### config.mk
export PLATFORM = sky130hd
export DESIGN_NAME = lpc_ctrl
export DESIGN_NICKNAME = d
export VERILOG_FILES = /design/src/lpc_pkg.sv /design/src/lpc_ctrl.sv
export SDC_FILE = /design/constraint.sdc
export NUM_CORES = 1
export LEC_CHECK = 0
export BUFFER_PORTS_ARGS = -buffer_cell sky130_fd_sc_hd__buf_4
export CAP_MARGIN = 20
export CORE_AREA = 2 2 39 41
export DETAILED_ROUTE_END_ITERATION = 16
export DIE_AREA = 0 0 41 43
export SYNTH_ARGS = -nofsm -noshare
export SYNTH_HDL_FRONTEND = slang
export SYNTH_SLANG_ARGS = --single-unit
### constraint.sdc
create_clock -name clk -period 0.95 [get_ports clk]
set_input_delay 0.0475 -clock clk [delete_from_list [all_inputs] [get_ports clk]]
set_output_delay 0.0475 -clock clk [all_outputs]
set_load 0.005 [all_outputs]
### src/lpc_pkg.sv
// lpc_pkg: shared constants and controller/datapath command and status types
// for the LZW phrase counter. No dependencies.
`default_nettype none

package lpc_pkg;

	localparam int LPC_ALPHABET = 26;
	localparam int LPC_NODES    = 4096;

	localparam int CHAR_W  = 8;
	localparam int COUNT_W = 20;

	// Case folding: bytes below FOLD_LIMIT are moved up by CASE_OFFSET,
	// then LOWER_A maps 'a' to letter code zero.
	localparam logic [CHAR_W-1:0] FOLD_LIMIT  = 8'd95;
	localparam logic [CHAR_W-1:0] CASE_OFFSET = 8'd32;
	localparam logic [CHAR_W-1:0] LOWER_A     = 8'd97;
	localparam logic [CHAR_W-1:0] LETTERS     = 8'd26;

	typedef struct packed {
		logic clear;      // start a new run before this character
		logic load_in;    // capture the input transaction
		logic calc_addr;  // form child table address
		logic rd_child;   // read child table
		logic rd_parent;  // read parent key of the child
		logic decide;     // walk, insert or restart
		logic set_bad;    // skip a non-letter
		logic load_out;   // move counters into the output register
	} lpc_cmd_t;

	typedef struct packed {
		logic letter_ok;
		logic last;
		logic out_free;
	} lpc_stat_t;

endpackage

`default_nettype wire

### src/lpc_ctrl.sv
// lpc_ctrl: sequencer of the LZW phrase counter; issues datapath commands
// per character. Depends on lpc_pkg.
`default_nettype none

module lpc_ctrl import lpc_pkg::*; (
	input  wire logic      clk,
	input  wire logic      arst_n,
	input  wire logic      in_valid,
	input  wire logic      in_first,
	output logic           in_ready,
	input  wire lpc_stat_t stat,
	output lpc_cmd_t       cmd
);

	typedef enum logic [2:0] {
		S_IDLE,
		S_ADDR,
		S_CHILD,
		S_PARENT,
		S_DECIDE,
		S_FINISH
	} state_t;

	state_t state_q;

	assign in_ready = (state_q == S_IDLE);

	always_comb begin
		cmd = '0;
		unique case (state_q)
			S_IDLE: begin
				cmd.load_in = in_valid;
				cmd.clear   = in_valid & in_first;
			end
			S_ADDR: begin
				cmd.calc_addr = stat.letter_ok;
				cmd.set_bad   = ~stat.letter_ok;
			end
			S_CHILD:  cmd.rd_child  = 1'b1;
			S_PARENT: cmd.rd_parent = 1'b1;
			S_DECIDE: cmd.decide    = 1'b1;
			S_FINISH: cmd.load_out  = stat.last & stat.out_free;
			default: cmd = '0;
		endcase
	end

	always_ff @(posedge clk or negedge arst_n) begin
		if (!arst_n) begin
			state_q <= S_IDLE;
		end else begin
			unique case (state_q)
				S_IDLE:   if (in_valid) state_q <= S_ADDR;
				S_ADDR:   state_q <= stat.letter_ok ? S_CHILD : S_FINISH;
				S_CHILD:  state_q <= S_PARENT;
				S_PARENT: state_q <= S_DECIDE;
				S_DECIDE: state_q <= S_FINISH;
				S_FINISH: begin
					// hold a finished run until the output register frees up
					if (!stat.last || stat.out_free) state_q <= S_IDLE;
				end
				default: state_q <= S_IDLE;
			endcase
		end
	end

	a_child_then_parent: assert property (@(posedge clk) disable iff (!arst_n)
		cmd.rd_child |=> cmd.rd_parent)
		else $error("parent read did not follow child read");

	a_out_only_on_last: assert property (@(posedge clk) disable iff (!arst_n)
		cmd.load_out |-> (stat.last && stat.out_free))
		else $error("result loaded without last or into a full output register");

	a_one_step: assert property (@(posedge clk) disable iff (!arst_n)
		$onehot0({cmd.calc_addr, cmd.rd_child, cmd.rd_parent, cmd.decide,
			cmd.set_bad, cmd.load_out, cmd.load_in}))
		else $error("more than one datapath step in a cycle");

endmodule

`default_nettype wire

**Word level (Yosys, flattened, before mapping)**

Index checks and enable logic that the tools add are counted.

- Register bits: 3
- Input bits: 7
- Output and inout port bits: 9
- Logic and storage cells: 26

- Eq/ne operators: 7
- Multiplexer cells: 11
- Bitwise operators: 3
- Reductions and logical operators: 4

Operators with widths:

| cell | count |
|---|---|
| one-hot mux 3 bit (6 select lines) | 1 |
| two-way mux 3 bit | 3 |
| equality test 3 x 2 -> 1 bit, second input constant | 2 |
| equality test 3 bit, second input constant | 2 |
| two-way mux 1 bit | 6 |
| != test 2 bit, second input constant | 2 |
| equality test 3 x 1 -> 1 bit, second input constant | 1 |
| zero test 3 bit | 1 |
| AND 1 bit | 2 |
| two-way mux 2 bit | 1 |
| AND reduction 2 bit | 1 |
| zero test 1 bit | 1 |
| logical OR 1 bit | 1 |
| inverter 1 bit | 1 |

**Longest topological paths before layout**

Gate-level depths: netlist of run 1.

- Word-level depth: 4
- Gate-level depth with buffers: 4
- Gate-level depth less buffers: 3

**Worst setup path before layout of run 1**

Ideal clock, no wire load.

- Path type: flip-flop to flip-flop
- From: reg state_q[2]
- To: reg state_q[2]
- Library setup time: 0.128 ns
- Arrival time: 0.866 ns
- Data required time: 0.822 ns
- Slack: -0.045 ns
- Stages on the path, launching flop included: 5
- Buffers on the path: 1
- Period minus slack after synthesis: 0.995 ns
- Cells stage by stage: dfrtp_1 -> buf_4 -> and2b_2 -> o22ai_1 -> a31oi_1

- Longest elaborated chain between the ends: 3
- Elaborated cells on any way between the ends: 10
- Those cells by class: 7 x eq/ne; 1 x mux; 2 x reduce/logical

Ends and longest elaborated chain:

| element | line | RTL |
|---|---|---|
| from (decl) | lpc_ctrl.sv:24 | `state_t state_q;` |
| from (signal assigned) | lpc_ctrl.sv:53 | `S_ADDR: state_q <= stat.letter_ok ? S_CHILD : S_FINISH;` |
| equality test 3 bit / zero test 3 bit (equally long branches) | lpc_ctrl.sv:51 | `unique case (state_q)` |
| != test 2 bit (no source line) | - |  |
| AND reduction 2 bit (no source line) | - |  |

Several ways; a longest one is shown, not always the timed one.
A chain may end at the register's enable or synchronous reset.

==> impl_results.md, run 1 <==
- Reg area: 78.8 um^2
- Max FFs per register: 3
- Lkg Pwr: 0.243 nW
- Final Hold Viols: 0
- Yosys warning total: 0
- Dpl cells: 59
- Largest Register: state_q
- Layout Cells excl Fill: 68
- Crit path max-delay family: flip-flops
- Worst slack at placement: -0.149 ns
- VDD IR-drop max: 1310 uV
- Clk slew on worst S/H paths: 0.04 ns
- Largest family of logic cells by synthesized area: simple AND/OR/NAND/NOR gates
- RSZ-0062 raised after global routing: true
- Most common cell after layout, fill and taps aside: buf_4
- First-pass GRT wire length: 1070 um
- Row cnt: 14
- Final GP Congestion: 0.765
- Avg Cell Area, Syn: 9.45 um^2
- Residual DRC count: 0
- Multiplexer share of the synthesized area: 0%
- Area leader, netlist: dfrtp_1
- Vias/cell: 4.35
- Worst Setup Path Type: flop to output pin
- Outcome: complete, but fails checks
- Clk sinks: 3
- Area of the multi-input gates: 193 um^2
- Total power: 1.52 mW
- Overall Global Routing Usage: 9.36%
- Fin. max-slew vios: 0
- Layout fillers: 143
- Die Wd: 41 um
- Number of buffers created by CTS: 3
- Synth Area in Adders: 0%
- Dpl hpwl: 492 um
- CTS tree: done
- Slew HR: 85.2%
- Post-synthesis cell count: 27
- Pwr Density: 2980 nW/um^2
- Clock root buffer: clkbuf_4
- Violated checks: setup timing
- Placeable core area: 1380 um^2
- Antenna diodes: 0
- Reg2reg setup slack: -0.19 ns
- Cell Chain, Critical Path: and2b_1, and4_1, buf_4
- Register area share after synthesis: 29.4%
- Starting density of the core: 18.4%
- DR iter-0 viols: 1
- Synth Area in Compound Gates: 12.7%
- Number of enable flip-flop cells after synthesis: 0
- DR WL/cell: 10.6 um
- Worst-margin pin slew: 0.221 ns
- Worst Path Buf+Inv: 1
- Layout Nets: 60
- Fmax: 808 MHz
- CP max stage delay: 0.44 ns
- Seq cells post-synth: 3
- Post-Syn Area: 255 um^2
- Antenna viol nets, final: 0
- Final Cycle Share: 130%
- Critical path arrival: 1.19 ns
- Slowest CP cell: dfrtp_2
- CTS max path bufs: 2
- Hold Crit Class: input port to flop
- Die area: 1760 um^2
- Worst setup SP type: flop
- Synth-to-layout area growth: 99.5%
- Final Critical Period: 1.24 ns
- Largest fanout on the critical path: 6
- Element type at the critical path end: output pin
- Synth Area in Simple Gates: 52.0%
- Die H: 43 um
- Synth area leaders: dfrtp_1, buf_4, nand2b_4
- Largest net degree at the start of global routing: 8
- Grt ovf: 0
- H-tree levels: 1
- Primary FF master, synth: dfrtp_1
- Top flop regs: state_q x3
- Setup ws final: -0.288 ns
- First-pass DRT Iterations: 2
- Most frequent cells in the layout: buf_4, buf_6, clkbuf_4, dfrtp_2, nand2b_4
- Layout Utilization: 36.8%
- Post-Synth XOR/XNOR Area: 0%
- Share of cells above drive strength 1: 71.2%
- Via count: 296
- Worst Skew: 0.00194 ns
- CP Data Required Time: 0.90 ns
- Post-synth ARST share: 100%
- Number of global-route vias before repair: 277
- # IOs: 16
- Max Cap Viol: 0
- Worst-Skew Late Latency: 0.23 ns
- Synth cell types: 22
- Final wirelength: 720 um
- Top-area cell type share of the netlist area: 29.4%
- Final Setup Violations: 12
- Buffers on Ports: 15
- Number of antenna violations at the first check in global routing: 0
- Syn Nets: 34
[path summary, 6_finish.rpt]
path,endpoint,cells past startpoint,start
min in group asynchronous,state_q[0],2,arst_n
max,cmd[0],3,state_q[1]
max reg2reg,state_q[2],4,state_q[1]
max in group asynchronous,state_q[2],2,arst_n
min,state_q[0],3,in_valid
min reg2reg,state_q[2],2,state_q[0]
[cells in the mapped netlist, drive strengths merged, types with 2 or more instances]
cell type,number
and2b,2
nor2,2
nor3,2
and2,2
buf,2
nand2b,3
dfrtp,3
[where the power goes]
group	leakage, nW	switching [mW]	total, mW	internal [mW]
Sequential	0.0338	0.143	0.340	0.197
Combinational	0.194	0.330	0.951	0.621
Clock	0.0150	0.0691	0.227	0.158
[cell families after synthesis]
family / after synthesis
AND/OR/NAND/NOR: 17
AO/OA/AOI/OAI: 5
flip-flops: 3
buffers and inverters: 2
[repair_timing]
| item | in CTS | in global routing |
|---|---|---|
| hold buffers | 1 | 0 |
| endpoints found under the hold margin | 3 | 0 |
| pin swaps | 2 | 0 |
| endpoints found under the setup margin | 12 | 12 |
| buffers inserted | 3 | 1 |
| resized for setup | 11 | 3 |
[layer usage]
metal	routed length [um]	global-route usage [%]	vias to the layer above
li1	-	-	146
met1	280	10.4	136
met2	375	14.1	12
met3	50	2.09	2
met4	14	8.00	0
met5	0	0	-
[per-stage QoR]
stage                     instance area [um^2]  TNS [ns]  hold slack, ns
after CTS                                  487     -2.59          0.0962
after floorplan                            259   -0.0320          -0.248
after detailed placement                   395    -0.832          -0.162
final                                      509     -2.58           0.101
after global placement                     395    -0.639          -0.163
after global routing                       509     -3.10           0.106
[final cells by class]
| type | count | share of cell area, % |
|---|---|---|
| clock buffer | 4 | 5.16 |
| sequential | 3 | 15.5 |
| multi-input combinational | 22 | 37.8 |
| timing repair buffer | 23 | 37.6 |
| tap | 16 | 3.93 |
[worst register-to-register path, delay by kind of cell (launching register included)]
family                 cells  cell delay, ns
AOI/OAI and AO/OA          1            0.18
buffers and inverters      1            0.10
DFF                        1            0.44
and+or+nand+nor            2            0.32
Power figures use the tool's default switching activity.
==> run 2, diff against run 1 <==
CELL_PAD_IN_SITES_DETAIL_PLACEMENT = 1   (was not set)
CELL_PAD_IN_SITES_GLOBAL_PLACEMENT = 1   (was not set)
PLACE_DENSITY_LB_ADDON = 0.1   (was not set)
RECOVER_POWER = 25   (was not set)
SKIP_CTS_REPAIR_TIMING = 1   (was not set)
==> run 2 against run 1 <==
Effect of this change:
- the flow still finishes with violations (setup timing)
- non-clock buffer count decreased by 1
- maximum frequency about the same
- total power down 5.1%
- critical path depth is the same
- design area decreased by 4.4%
- die area unchanged
- core utilization decreased by 1.6 points
- count of clock-buffer cells in the layout unchanged
- sequential power hardly changed
- register-to-register slack better by 0.02 ns
- highest routed layer is now met3
==> impl_results.md, run 2 (synthesis results as in run 1) <==
- Placeable core area: 1380 um^2 (unchanged)
- Row cnt: 14 (unchanged)
- Outcome: complete, but fails checks
- Clock root buffer: clkbuf_4
- Max FFs per register: 3 (unchanged)
- Via count: 300 (+1.4%)
- Hold path start: in_valid
- Number of global-route vias before repair: 323 (+17%)
- Fmax: 808 MHz (about the same)
- Violated checks: setup timing
- Grt ovf: 0 (unchanged)
- Dpl cells: 59 (unchanged)
- Fin. max-slew vios: 0 (unchanged)
- Layout fillers: 173 (+21%)
- Die area: 1760 um^2 (unchanged)
- Largest fanout on the critical path: 6 (unchanged)
- Hold Crit Class: input port to flop
- Element type at the critical path end: output pin
- Critical path arrival: 1.19 ns (about the same)
- Most frequent cells in the layout: buf_4, clkbuf_4, buf_6, dfrtp_2
- Final Cycle Share: 130% (about the same)
- Reg2reg setup slack: -0.17 ns (+0.02 ns)
- Die Wd: 41 um (unchanged)
- DR WL/cell: 12.5 um (+18%)
- Reg area: 78.8 um^2 (unchanged)
- Combinational Power Share: 60.3% (-2.3 points)
- Largest Register: state_q
- Most common cell after layout, fill and taps aside: buf_4
- DP Area: 395 um^2 (unchanged)
- Flop pwr share: 23.7% (+1.3 points)
- Number of buffers created by CTS: 3 (unchanged)
- Overall Global Routing Usage: 11.5% (+2.1 points)
- CTS max path bufs: 2 (unchanged)
- Layout Cells excl Fill: 67 (-1.5%)
- Net Sw Frac: 37.5% (+1.7 points)
- First-pass GRT wire length: 1260 um (+18%)
- First-pass DRT Iterations: 1 (-1)
- Hold Path Sink: state_q[0]
- Worst Setup Path Type: flop to output pin
- Dpl hpwl: 574 um (+17%)
- Max Cap Viol: 0 (unchanged)
- Antenna viol nets, final: 0 (unchanged)
- Reg2reg start: state_q[1]
- Worst slack at placement: -0.170 ns (-0.0204 ns)
- Final GP Congestion: 0.679 (-11%)
- Reg-to-Reg End: state_q[2]
- Final Setup Violations: 12 (unchanged)
- Setup ws final: -0.287 ns (+0.000221 ns)
- Antenna diodes: 0 (unchanged)
- Clock group share of total power: 15.9% (+1.0 points)
- Buffers on Ports: 15 (unchanged)
- Lkg Pwr: 0.232 nW (-4.8%)
- Area of the multi-input gates: 191 um^2 (-0.65%)
- CTS tree: done
- Final Critical Period: 1.24 ns (-0.000221 ns)
- Pwr Density: 2960 nW/um^2 (-0.67%)
- Layout Nets: 59 (-1.7%)
- Vias/cell: 4.48 (+2.9%)
- R2R depth: 4 (unchanged)
- Slew HR: 85.6% (+0.34 points)
- Sw Pwr: 540 uW (-0.42%)
- CP Data Required Time: 0.90 ns (about the same)
- Largest net degree at the start of global routing: 10 (+2)
- Final wirelength: 838 um (+16%)
- Clk sinks: 3 (unchanged)
- # IOs: 16 (unchanged)
- H-tree levels: 1 (unchanged)
- Residual DRC count: 0 (unchanged)
- Pint: 901 uW (-7.6%)
- Die H: 43 um (unchanged)
- Worst Skew: 0.000873 ns (-0.00107 ns)
- Final Hold Viols: 0 (unchanged)
- Synth-to-layout area growth: 90.7%
- VDD IR-drop max: 1140 uV (-13%)
- Share of cells above drive strength 1: 68.6% (-2.5 points)
- Top flop regs: state_q x3
- Final instance area: 487 um^2 (-4.4%)
- Number of antenna violations at the first check in global routing: 0 (unchanged)
- Worst-Skew Late Latency: 0.24 ns (about the same)
- Starting density of the core: 18.4% (unchanged)
- Clk slew on worst S/H paths: 0.04 ns (about the same)
- Worst setup SP type: flop
- RSZ-0062 raised after global routing: true
- Hold path depth: 3 (unchanged)
- Setup TNS: -2.63 ns (-0.0588 ns)
- Worst-margin pin slew: 0.216 ns (-0.00504 ns)
- DR iter-0 viols: 0 (-1)
[run 2: worst max-delay path, cell delays in order (launching register included)]
cell,delay (ns)
dfrtp_2,0.44
nor3_2,0.23
and3_1,0.18
buf_4,0.10
[run 2: layout make-up]
type                            count  share of cell area (%)
Clock buffer                        4                    5.40
Tap cell                           16                    4.11
Multi-Input combinational cell     22                    39.3
Sequential cell                     3                    16.2
Timing Repair Buffer               22                    35.0
[run 2: power groups by stage]
stage,clock [mW],combinational [mW],sequential (mW)
3_5_place_dp,0,0.662,0.342
2_1_floorplan,0,0.481,0.229
6_report,0.229,0.869,0.342
4_1_cts,0.248,0.666,0.340
5_1_grt,0.250,0.955,0.358
3_3_place_gp,0,0.656,0.331
[run 2: worst max path at each step]
| stage | from | end | slack (ns) | cells after the start |
|---|---|---|---|---|
| 5_1_grt | state_q[1] | cmd[0] | -0.34 | 3 |
| 6_report | state_q[1] | cmd[7] | -0.29 | 3 |
| 2_1_floorplan | state_q[1] | state_q[2] | -0.02 | 3 |
| 3_3_place_gp | state_q[2] | state_q[0] | -0.15 | 3 |
| 3_5_place_dp | state_q[0] | state_q[2] | -0.17 | 3 |
| 4_1_cts | state_q[1] | cmd[0] | -0.43 | 3 |
[run 2: per-layer routing]
| layer | vias to the layer above | share of wire, % | routed length (um) | GRT usage (%) |
|---|---|---|---|---|
| met1 | 143 | 40 | 334 | 10.6 |
| li1 | 145 | - | - | - |
| met4 | 0 | 0 | 0 | 12.0 |
| met3 | 0 | 5.1 | 43 | 4.71 |
| met2 | 12 | 55 | 459 | 16.9 |
| met5 | - | 0 | 0 | 0 |
[run 2: stage by stage]
stage | utilization (%) | power (mW) | hold slack (ns)
2_1_floorplan | - | 0.710 | -0.248
3_3_place_gp | 28.6 | 0.986 | -0.160
3_5_place_dp | 28.6 | 1.00 | -0.159
4_1_cts | 30.5 | 1.25 | -0.421
5_1_grt | 35.2 | 1.56 | 0.166
6_report | 35.2 | 1.44 | 0.124
